`config.mk`:
```
export PLATFORM = sky130hd
export DESIGN_NAME = circular_queue_engine_unit
export DESIGN_NICKNAME = d
export VERILOG_FILES = /design/src/cqe_pkg.sv /design/src/circular_queue_engine_unit.sv
export SDC_FILE = /design/constraint.sdc
export NUM_CORES = 1
export LEC_CHECK = 0
export BUFFER_PORTS_ARGS = -buffer_cell sky130_fd_sc_hd__buf_4
export CAP_MARGIN = 20
export CORE_MARGIN = 4
export CORE_UTILIZATION = 65
export DETAILED_ROUTE_END_ITERATION = 16
export PLACE_DENSITY = 0.91
export SYNTH_ARGS = -nofsm -noshare
export SYNTH_HDL_FRONTEND = slang
export SYNTH_SLANG_ARGS = --single-unit
export TNS_END_PERCENT = 20
```
`constraint.sdc`:
```
create_clock -name clk -period 19.15 [get_ports clk]
set_input_delay 3.83 -clock clk [delete_from_list [all_inputs] [get_ports clk]]
set_output_delay 3.83 -clock clk [all_outputs]
set_load 0.005 [all_outputs]
```
`src/cqe_pkg.sv`:
```
// Shared types and codes for the circular queue engine.
// Holds the item structs, command and status codes and the sequencer states.
// No dependencies.
`timescale 1ns / 1ps

package cqe_pkg;

    // Command codes carried by an input item
    localparam logic [1:0] CMD_INSERT = 2'd0;
    localparam logic [1:0] CMD_DELETE = 2'd1;
    localparam logic [1:0] CMD_LIST   = 2'd2;

    // Status codes carried by a result item
    localparam logic [2:0] ST_INSERTED = 3'd0;
    localparam logic [2:0] ST_FULL     = 3'd1;
    localparam logic [2:0] ST_EMPTY    = 3'd2;
    localparam logic [2:0] ST_DELETED  = 3'd3;
    localparam logic [2:0] ST_LISTED   = 3'd4;

    // Capacity register
    localparam int unsigned CAP_W = 5;
    localparam logic [CAP_W-1:0] CAP_RESET = 5'd16;

    typedef struct packed {
        logic [1:0]         command;
        logic signed [31:0] value;
    } cqe_in_t;

    typedef struct packed {
        logic [2:0]         status;
        logic signed [31:0] word;
        logic               last;
    } cqe_out_t;

    typedef enum logic [1:0] {
        S_IDLE,
        S_DELETE,
        S_LIST
    } cqe_state_t;

endpackage

```
`src/circular_queue_engine_unit.sv`:
```
// Top level of the circular queue engine: slot memory, head/tail pointers and sequencer.
// Depends on cqe_pkg for item structs, command and status codes and states.
`timescale 1ns / 1ps

// Usage
// - Command channel: drive request and raise start; the item is taken at a rising edge
//   where start is high and busy is low.
// - Result channel: each result item is marked by done, which is high for a single cycle.
//   The receiver cannot stall, so results are never held back.
// - Configuration channel: cfg_data (capacity in use, 0..31, clamped to 1..DEPTH) is
//   written when cfg_valid is high; cfg_ready is always high. Write only while idle.
// Timing
// - Insert, and delete or list of an empty queue: busy stays low, so such items may
//   follow every cycle; done rises the cycle after acceptance.
// - Delete: busy for one cycle while the registered memory read of the head returns;
//   done is registered from the delete state, and a new item waits for busy to fall.
// - List of n stored words: busy while the words are read out, one result per cycle;
//   at most DEPTH results. Set by the single memory read port and the one shared
//   index-advance unit, which steps the list cursor once per cycle.
// Reset
// - Queue empty, head and tail at zero, capacity 16. Slot contents are not cleared.
module circular_queue_engine_unit #(
    parameter int unsigned DEPTH = 16
) (
    input  logic                         clk,
    input  logic                         rst_n,
    input  logic                         start,
    output logic                         busy,
    input  cqe_pkg::cqe_in_t             request,
    output logic                         done,
    output cqe_pkg::cqe_out_t            result,
    input  logic                         cfg_valid,
    output logic                         cfg_ready,
    input  logic [cqe_pkg::CAP_W-1:0]    cfg_data
);

    localparam int unsigned IDX_W = (DEPTH > 1) ? $clog2(DEPTH) : 1;
    localparam int unsigned CMP_W = (IDX_W + 1 > cqe_pkg::CAP_W) ? IDX_W + 1 : cqe_pkg::CAP_W;
    localparam logic [CMP_W-1:0] DEPTH_C = CMP_W'(DEPTH);
    localparam logic [IDX_W-1:0] LAST_K  = IDX_W'(DEPTH - 1);

    // Registers
    cqe_pkg::cqe_state_t         state_reg, state_next;
    logic [IDX_W-1:0]            head_reg, head_next;
    logic [IDX_W-1:0]            tail_reg, tail_next;
    logic                        empty_reg, empty_next;
    logic [IDX_W-1:0]            cursor_reg, cursor_next;
    logic [IDX_W-1:0]            count_reg, count_next;
    logic [cqe_pkg::CAP_W-1:0]   cap_reg;
    cqe_pkg::cqe_out_t           result_reg, result_next;
    logic                        done_reg, done_next;
    logic signed [31:0]          rd_data_reg;

    logic signed [31:0]          slot_mem [DEPTH];

    // Combinational signals
    logic                        accept;
    logic [CMP_W-1:0]            cap_eff;
    logic [IDX_W-1:0]            adv_in;
    logic [CMP_W-1:0]            adv_sum;
    logic [IDX_W-1:0]            adv_out;
    logic                        is_full;
    logic                        list_final;
    logic [IDX_W-1:0]            rd_addr;
    logic                        wr_en;
    logic [IDX_W-1:0]            wr_addr;

    assign accept    = start && (state_reg == cqe_pkg::S_IDLE);
    assign busy      = (state_reg != cqe_pkg::S_IDLE);
    assign done      = done_reg;
    assign result    = result_reg;
    assign cfg_ready = 1'b1;

    // Effective capacity: zero counts as one, anything above DEPTH saturates
    always_comb
    begin
        cap_eff = CMP_W'(cap_reg);
        if (cap_eff == '0)
        begin
            cap_eff = CMP_W'(1);
        end
        if (cap_eff > DEPTH_C)
        begin
            cap_eff = DEPTH_C;
        end
    end

    // Shared index-advance unit: tail on insert, head on delete, cursor on list
    always_comb
    begin
        unique case (state_reg)
            cqe_pkg::S_IDLE:   adv_in = tail_reg;
            cqe_pkg::S_DELETE: adv_in = head_reg;
            cqe_pkg::S_LIST:   adv_in = cursor_reg;
            default:           adv_in = tail_reg;
        endcase
        adv_sum = CMP_W'(adv_in) + CMP_W'(1);
        adv_out = (adv_sum >= cap_eff) ? '0 : adv_sum[IDX_W-1:0];
    end

    assign is_full    = !empty_reg && (adv_out == head_reg);
    assign list_final = (cursor_reg == tail_reg) || (count_reg == LAST_K);

    // Read the head while idle, the next cursor position while listing
    assign rd_addr = (state_reg == cqe_pkg::S_LIST) ? adv_out : head_reg;

    // Next state
    always_comb
    begin
        state_next = state_reg;
        unique case (state_reg)
            cqe_pkg::S_IDLE:
            begin
                if (accept && !empty_reg)
                begin
                    if (request.command == cqe_pkg::CMD_DELETE)
                    begin
                        state_next = cqe_pkg::S_DELETE;
                    end
                    else if (request.command == cqe_pkg::CMD_LIST)
                    begin
                        state_next = cqe_pkg::S_LIST;
                    end
                end
            end
            cqe_pkg::S_DELETE:
            begin
                state_next = cqe_pkg::S_IDLE;
            end
            cqe_pkg::S_LIST:
            begin
                if (list_final)
                begin
                    state_next = cqe_pkg::S_IDLE;
                end
            end
            default:
            begin
                state_next = cqe_pkg::S_IDLE;
            end
        endcase
    end

    // Outputs and datapath updates
    always_comb
    begin
        head_next   = head_reg;
        tail_next   = tail_reg;
        empty_next  = empty_reg;
        cursor_next = cursor_reg;
        count_next  = count_reg;
        result_next = result_reg;
        done_next   = 1'b0;
        wr_en       = 1'b0;
        wr_addr     = empty_reg ? '0 : adv_out;
        unique case (state_reg)
            cqe_pkg::S_IDLE:
            begin
                if (accept)
                begin
                    case (request.command) inside
                        cqe_pkg::CMD_INSERT:
                        begin
                            done_next        = 1'b1;
                            result_next.word = '0;
                            result_next.last = 1'b1;
                            if (is_full)
                            begin
                                result_next.status = cqe_pkg::ST_FULL;
                            end
                            else
                            begin
                                result_next.status = cqe_pkg::ST_INSERTED;
                                wr_en      = 1'b1;
                                tail_next  = wr_addr;
                                head_next  = empty_reg ? '0 : head_reg;
                                empty_next = 1'b0;
                            end
                        end
                        cqe_pkg::CMD_DELETE, cqe_pkg::CMD_LIST:
                        begin
                            // Non-empty queue: wait for the head word from memory
                            if (empty_reg)
                            begin
                                done_next          = 1'b1;
                                result_next.status = cqe_pkg::ST_EMPTY;
                                result_next.word   = '0;
                                result_next.last   = 1'b1;
                            end
                            cursor_next = head_reg;
                            count_next  = '0;
                        end
                        default:
                        begin
                            // Unused command: drop it
                        end
                    endcase
                end
            end
            cqe_pkg::S_DELETE:
            begin
                done_next          = 1'b1;
                result_next.status = cqe_pkg::ST_DELETED;
                result_next.word   = rd_data_reg;
                result_next.last   = 1'b1;
                if (head_reg == tail_reg)
                begin
                    empty_next = 1'b1;
                    head_next  = '0;
                    tail_next  = '0;
                end
                else
                begin
                    head_next = adv_out;
                end
            end
            cqe_pkg::S_LIST:
            begin
                done_next          = 1'b1;
                result_next.status = cqe_pkg::ST_LISTED;
                result_next.word   = rd_data_reg;
                result_next.last   = list_final;
                cursor_next        = adv_out;
                count_next         = count_reg + IDX_W'(1);
            end
            default:
            begin
            end
        endcase
    end

    // Control registers
    always_ff @(posedge clk or negedge rst_n)
    begin
        if (!rst_n)
        begin
            state_reg <= cqe_pkg::S_IDLE;
            head_reg  <= '0;
            tail_reg  <= '0;
            empty_reg <= 1'b1;
            cap_reg   <= cqe_pkg::CAP_RESET;
            done_reg  <= 1'b0;
        end
        else
        begin
            state_reg <= state_next;
            head_reg  <= head_next;
            tail_reg  <= tail_next;
            empty_reg <= empty_next;
            done_reg  <= done_next;
            if (cfg_valid)
            begin
                cap_reg <= cfg_data;
            end
        end
    end

    // Payload registers
    always_ff @(posedge clk)
    begin
        cursor_reg <= cursor_next;
        count_reg  <= count_next;
        result_reg <= result_next;
    end

    // Slot memory: one write port, one registered read port
    always_ff @(posedge clk)
    begin
        if (wr_en)
        begin
            slot_mem[wr_addr] <= request.value;
        end
    end

    always_ff @(posedge clk)
    begin
        rd_data_reg <= slot_mem[rd_addr];
    end

    // Assertions
    a_empty_ptrs: assert property (@(posedge clk) disable iff (!rst_n)
        empty_reg |-> (head_reg == '0) && (tail_reg == '0))
        else $error("empty queue with pointers away from zero");

    a_list_nonempty: assert property (@(posedge clk) disable iff (!rst_n)
        (state_reg == cqe_pkg::S_LIST) |-> !empty_reg)
        else $error("listing an empty queue");

    a_insert_done: assert property (@(posedge clk) disable iff (!rst_n)
        (accept && request.command == cqe_pkg::CMD_INSERT) |=> done_reg && result_reg.last)
        else $error("insert gave no result in the next cycle");

    a_list_last: assert property (@(posedge clk) disable iff (!rst_n)
        (state_reg == cqe_pkg::S_LIST && state_next == cqe_pkg::S_IDLE)
            |=> done_reg && result_reg.last)
        else $error("listing ended without a final marked result");

    a_delete_done: assert property (@(posedge clk) disable iff (!rst_n)
        (state_reg == cqe_pkg::S_DELETE)
            |=> done_reg && (result_reg.status == cqe_pkg::ST_DELETED))
        else $error("delete gave no deleted result");

endmodule

```
==> impl_metrics.ini <==
[clock_tree]
h-tree-depth = 2
cts-resized-gates = 0
cts_root_buffer = clkbuf_16
clk_pin_slew_worst_paths_ns = 0.06
clock_latency_ns = 0.62
postCtsSetupBuffers = 0
cts_tree = built
cts_hold_buf = 0
cts.path.max_buffers = 3
cts.sinks = 605
cts_made_buffers = 58

[sta]
rsz0062_at_grt = false
max_slew_margin_pct = 20.8
setup_violations = 0
setup_tns_ns = 0
drv_slew = 0
finClkSkew_ns = 0.0220
clock.fmax_ghz = 0.151
final_hold_viol_count = 0
finalCritPeriodShare_pct = 34.6
worstMarginPinSlew_ns = 1.19
fin_crit_ns = 6.62

[synthesis]
synth_seq_area_share_pct = 71.5
syn_nets = 1696
yosysTopAreaCell = edfxtp_1
synth-main-ff-cell = edfxtp_1
async_flop_share_pct = 2.81
postSynthCellCount = 1638
ys_ff_latch = 605
synth_area_per_cell_um2 = 15.2
synth_edf_count = 556
synth_area_um2 = 24800
synth_area_leaders = edfxtp_1, o211ai_1, mux2_2
synth_top_cell_area_share_pct = 67.2
synth_warnings = 0
synth_cell_types = 66

[detailed_routing]
wl_per_cell_um = 26.5
drc = 0
routed_wl_mm = 59.4
drtIter0Drc = 1933
ant_nets = 0
num_vias = 15300
firstDrtPassIters = 8
viasPerCell = 6.82

[global_route]
grt_pass1_wl_mm = 88.9
grt_max_degree = 258
track_usage_pct = 28.0
overflow = 0
grt_pass1_vias = 15300
grt_antenna_before_repair = 2

[power]
power_frac_comb_pct = 38.0
switching_power_mw = 1.69
sw_frac_of_total_pct = 37.9
internal_power_mw = 2.76
clock_power_share_pct = 24.8
p_leak_nw = 9.31
p_per_area_nw_per_um2 = 160
max-vdd-ir-drop_mv = 0.284
pwr-share-seq_pct = 37.2

[floorplan]
ios = 82
dieArea_um2 = 41400
fp-row-count = 71
die_w_um = 204
core_um2 = 37700
die_h_um = 204
start_util_pct = 66.0

[final_layout]
stdcell_count = 2244
drive_above_1_share_pct = 21.1
largest_reg_flops = 512
n_fill_cell = 2103
antenna_cells = 0
layout.nets = 1742
area_delta_synth_final_pct = 12.1
design_area_um2 = 27900

[setup_path]
path_class = reg -> reg
crit_buf_inv = 5
critPathTopFamily = compound AO/OA/AOI/OAI gates
worst-endpoint-arrival_ns = 7.08
cp_max_fo = 73
required_ns = 19.61
worstPathCellList = inv_1 > ha_1 > a22oi_1 > a21o_2 > inv_4 > ha_1 > xnor2_2 > inv_2 > ha_1 > nand2_1 > o21ai_0 > a311o_2 > o21a_4 > buf_4 > buf_4 > mux2_2 > o211ai_1 > nand4_1
cp-start-kind = flop
slowest_stage = buf_4
critPathMostFrequentCell = ha_1
endpoint_kind = flop
crit_path_max_incr_delay_ns = 0.83

[outcome]
outcome = complete, no violations

[placement]
place_area_um2 = 26000
dp_cells = 2133
hpwl_mm = 29.3
io_buffers = 80
place.gp.congestion = 0.903

[worst_hold_path]
hold_path.class = reg -> reg

[flow_run]
max-cap-violations = 0
[worst paths after layout]
| check | start | end | slack (ns) | depth (start not counted) |
|---|---|---|---|---|
| min in group asynchronous | rst_n | head_reg[3]$_DFFE_PN0P_ | 3.07 | 1 |
| max in group asynchronous | rst_n | empty_reg$_DFFE_PN1P_ | 15.83 | 1 |
| setup / recovery | state_reg[0]$_DFFE_PN0P_ | rd_data_reg[0]$_DFF_P_ | 12.53 | 18 |
| setup reg to reg | state_reg[0]$_DFFE_PN0P_ | rd_data_reg[0]$_DFF_P_ | 12.53 | 18 |
| hold / removal | rd_data_reg[2]$_DFF_P_ | result[3]$_DFFE_PP_ | 0.50 | 1 |
| hold reg to reg | rd_data_reg[2]$_DFF_P_ | result[3]$_DFFE_PP_ | 0.50 | 1 |
[through the flow]
| step | hold slack (ns) | utilization [%] | total power, mW | worst slack (ns) |
|---|---|---|---|---|
| 2_1_floorplan | 0.481 | - | 2.81 | 11.05 |
| 3_3_place_gp | 0.487 | 69.0 | 3.24 | 12.75 |
| 3_5_place_dp | 0.489 | 69.1 | 3.31 | 12.64 |
| 4_1_cts | 0.505 | 73.9 | 4.42 | 12.71 |
| 5_1_grt | 0.514 | 74.0 | 4.63 | 12.31 |
| 6_report | 0.500 | 74.0 | 4.45 | 12.53 |
[cells in the mapped netlist (8+ instances only)]
cell type  count
clkbuf_1      98
xor2_1         9
buf_1         13
and2_1        36
mux2_2       132
o21ai_0       13
nor2_1        24
buf_2         12
dfrtp_1       15
o211ai_1     384
edfxtp_1     556
dfxtp_1       32
nor3_1        14
ha_1          15
inv_1        141
nand4_1       32
nand2_1       21
a21oi_1        8
[worst reg2reg max path, delay by kind of cell, from the launching register on]
family,cells,cell delay (ns)
buffers and inverters,5,2.06
AOI/OAI and AO/OA,6,2.05
adders and majority gates,3,0.97
muxes,1,0.43
DFF,1,0.41
xor gates and xnor gates,1,0.34
and+or+nand+nor,2,0.21
[metal layers]
metal	routed length, um	track usage (%)	part of all wire (%)
met1	21400	36.6	36
met2	30100	47.1	51
met3	5910	5.45	10
met4	2020	10.8	3.4
met5	14	0	0.024
[power by group through the flow]
| stage | Clock, mW | Sequential [mW] | Combinational [mW] |
|---|---|---|---|
| floorplan | 0 | 1.67 | 1.14 |
| global placement | 0 | 1.68 | 1.56 |
| detailed placement | 0 | 1.68 | 1.63 |
| CTS | 1.11 | 1.66 | 1.65 |
| global route | 1.17 | 1.67 | 1.79 |
| finish | 1.10 | 1.66 | 1.69 |
[placed cells by master (no fill, tap or decap), types with 5 or more instances in the layout]
cell type / Yosys / layout
ha_1: 15 / 15
xor2_1: 9 / 9
mux2_2: 132 / 132
nand4_1: 32 / 32
nor3_2: 0 / 11
inv_1: 141 / 141
clkinv_2: 0 / 7
nand2_1: 21 / 19
buf_4: 1 / 109
clkinv_1: 0 / 15
dfrtp_1: 15 / 15
nor2_1: 24 / 21
a32o_1: 6 / 5
a21oi_1: 8 / 8
dfxtp_1: 32 / 32
clkbuf_1: 98 / 15
and2_1: 36 / 36
nand2b_1: 5 / 5
o21ai_0: 13 / 13
nand3_1: 6 / 6
edfxtp_1: 556 / 556
o211ai_1: 384 / 384
clkbuf_16: 0 / 58
[layout make-up]
type	count	area, um2	share of cell area [%]
sequential	605	17800	63.8
multi-input combinational	763	6200	22.3
clock buffer	76	1550	5.56
timing repair buffer	113	891	3.20
tap	511	639	2.29
inverter	143	539	1.94
clock inverter	33	277	0.992
[cell families after synthesis]
kind of cell | Yosys count | synth area share (%)
xor+xnor | 11 | 0.418
mux | 133 | 6.07
fa+ha+maj | 15 | 0.755
compound gates | 449 | 13.6
flops | 605 | 71.5
simple gates | 154 | 3.36
buf+inv | 270 | 4.23
other cells | 1 | 0.0151
Note: power is estimated with default switching activity, not from simulation.
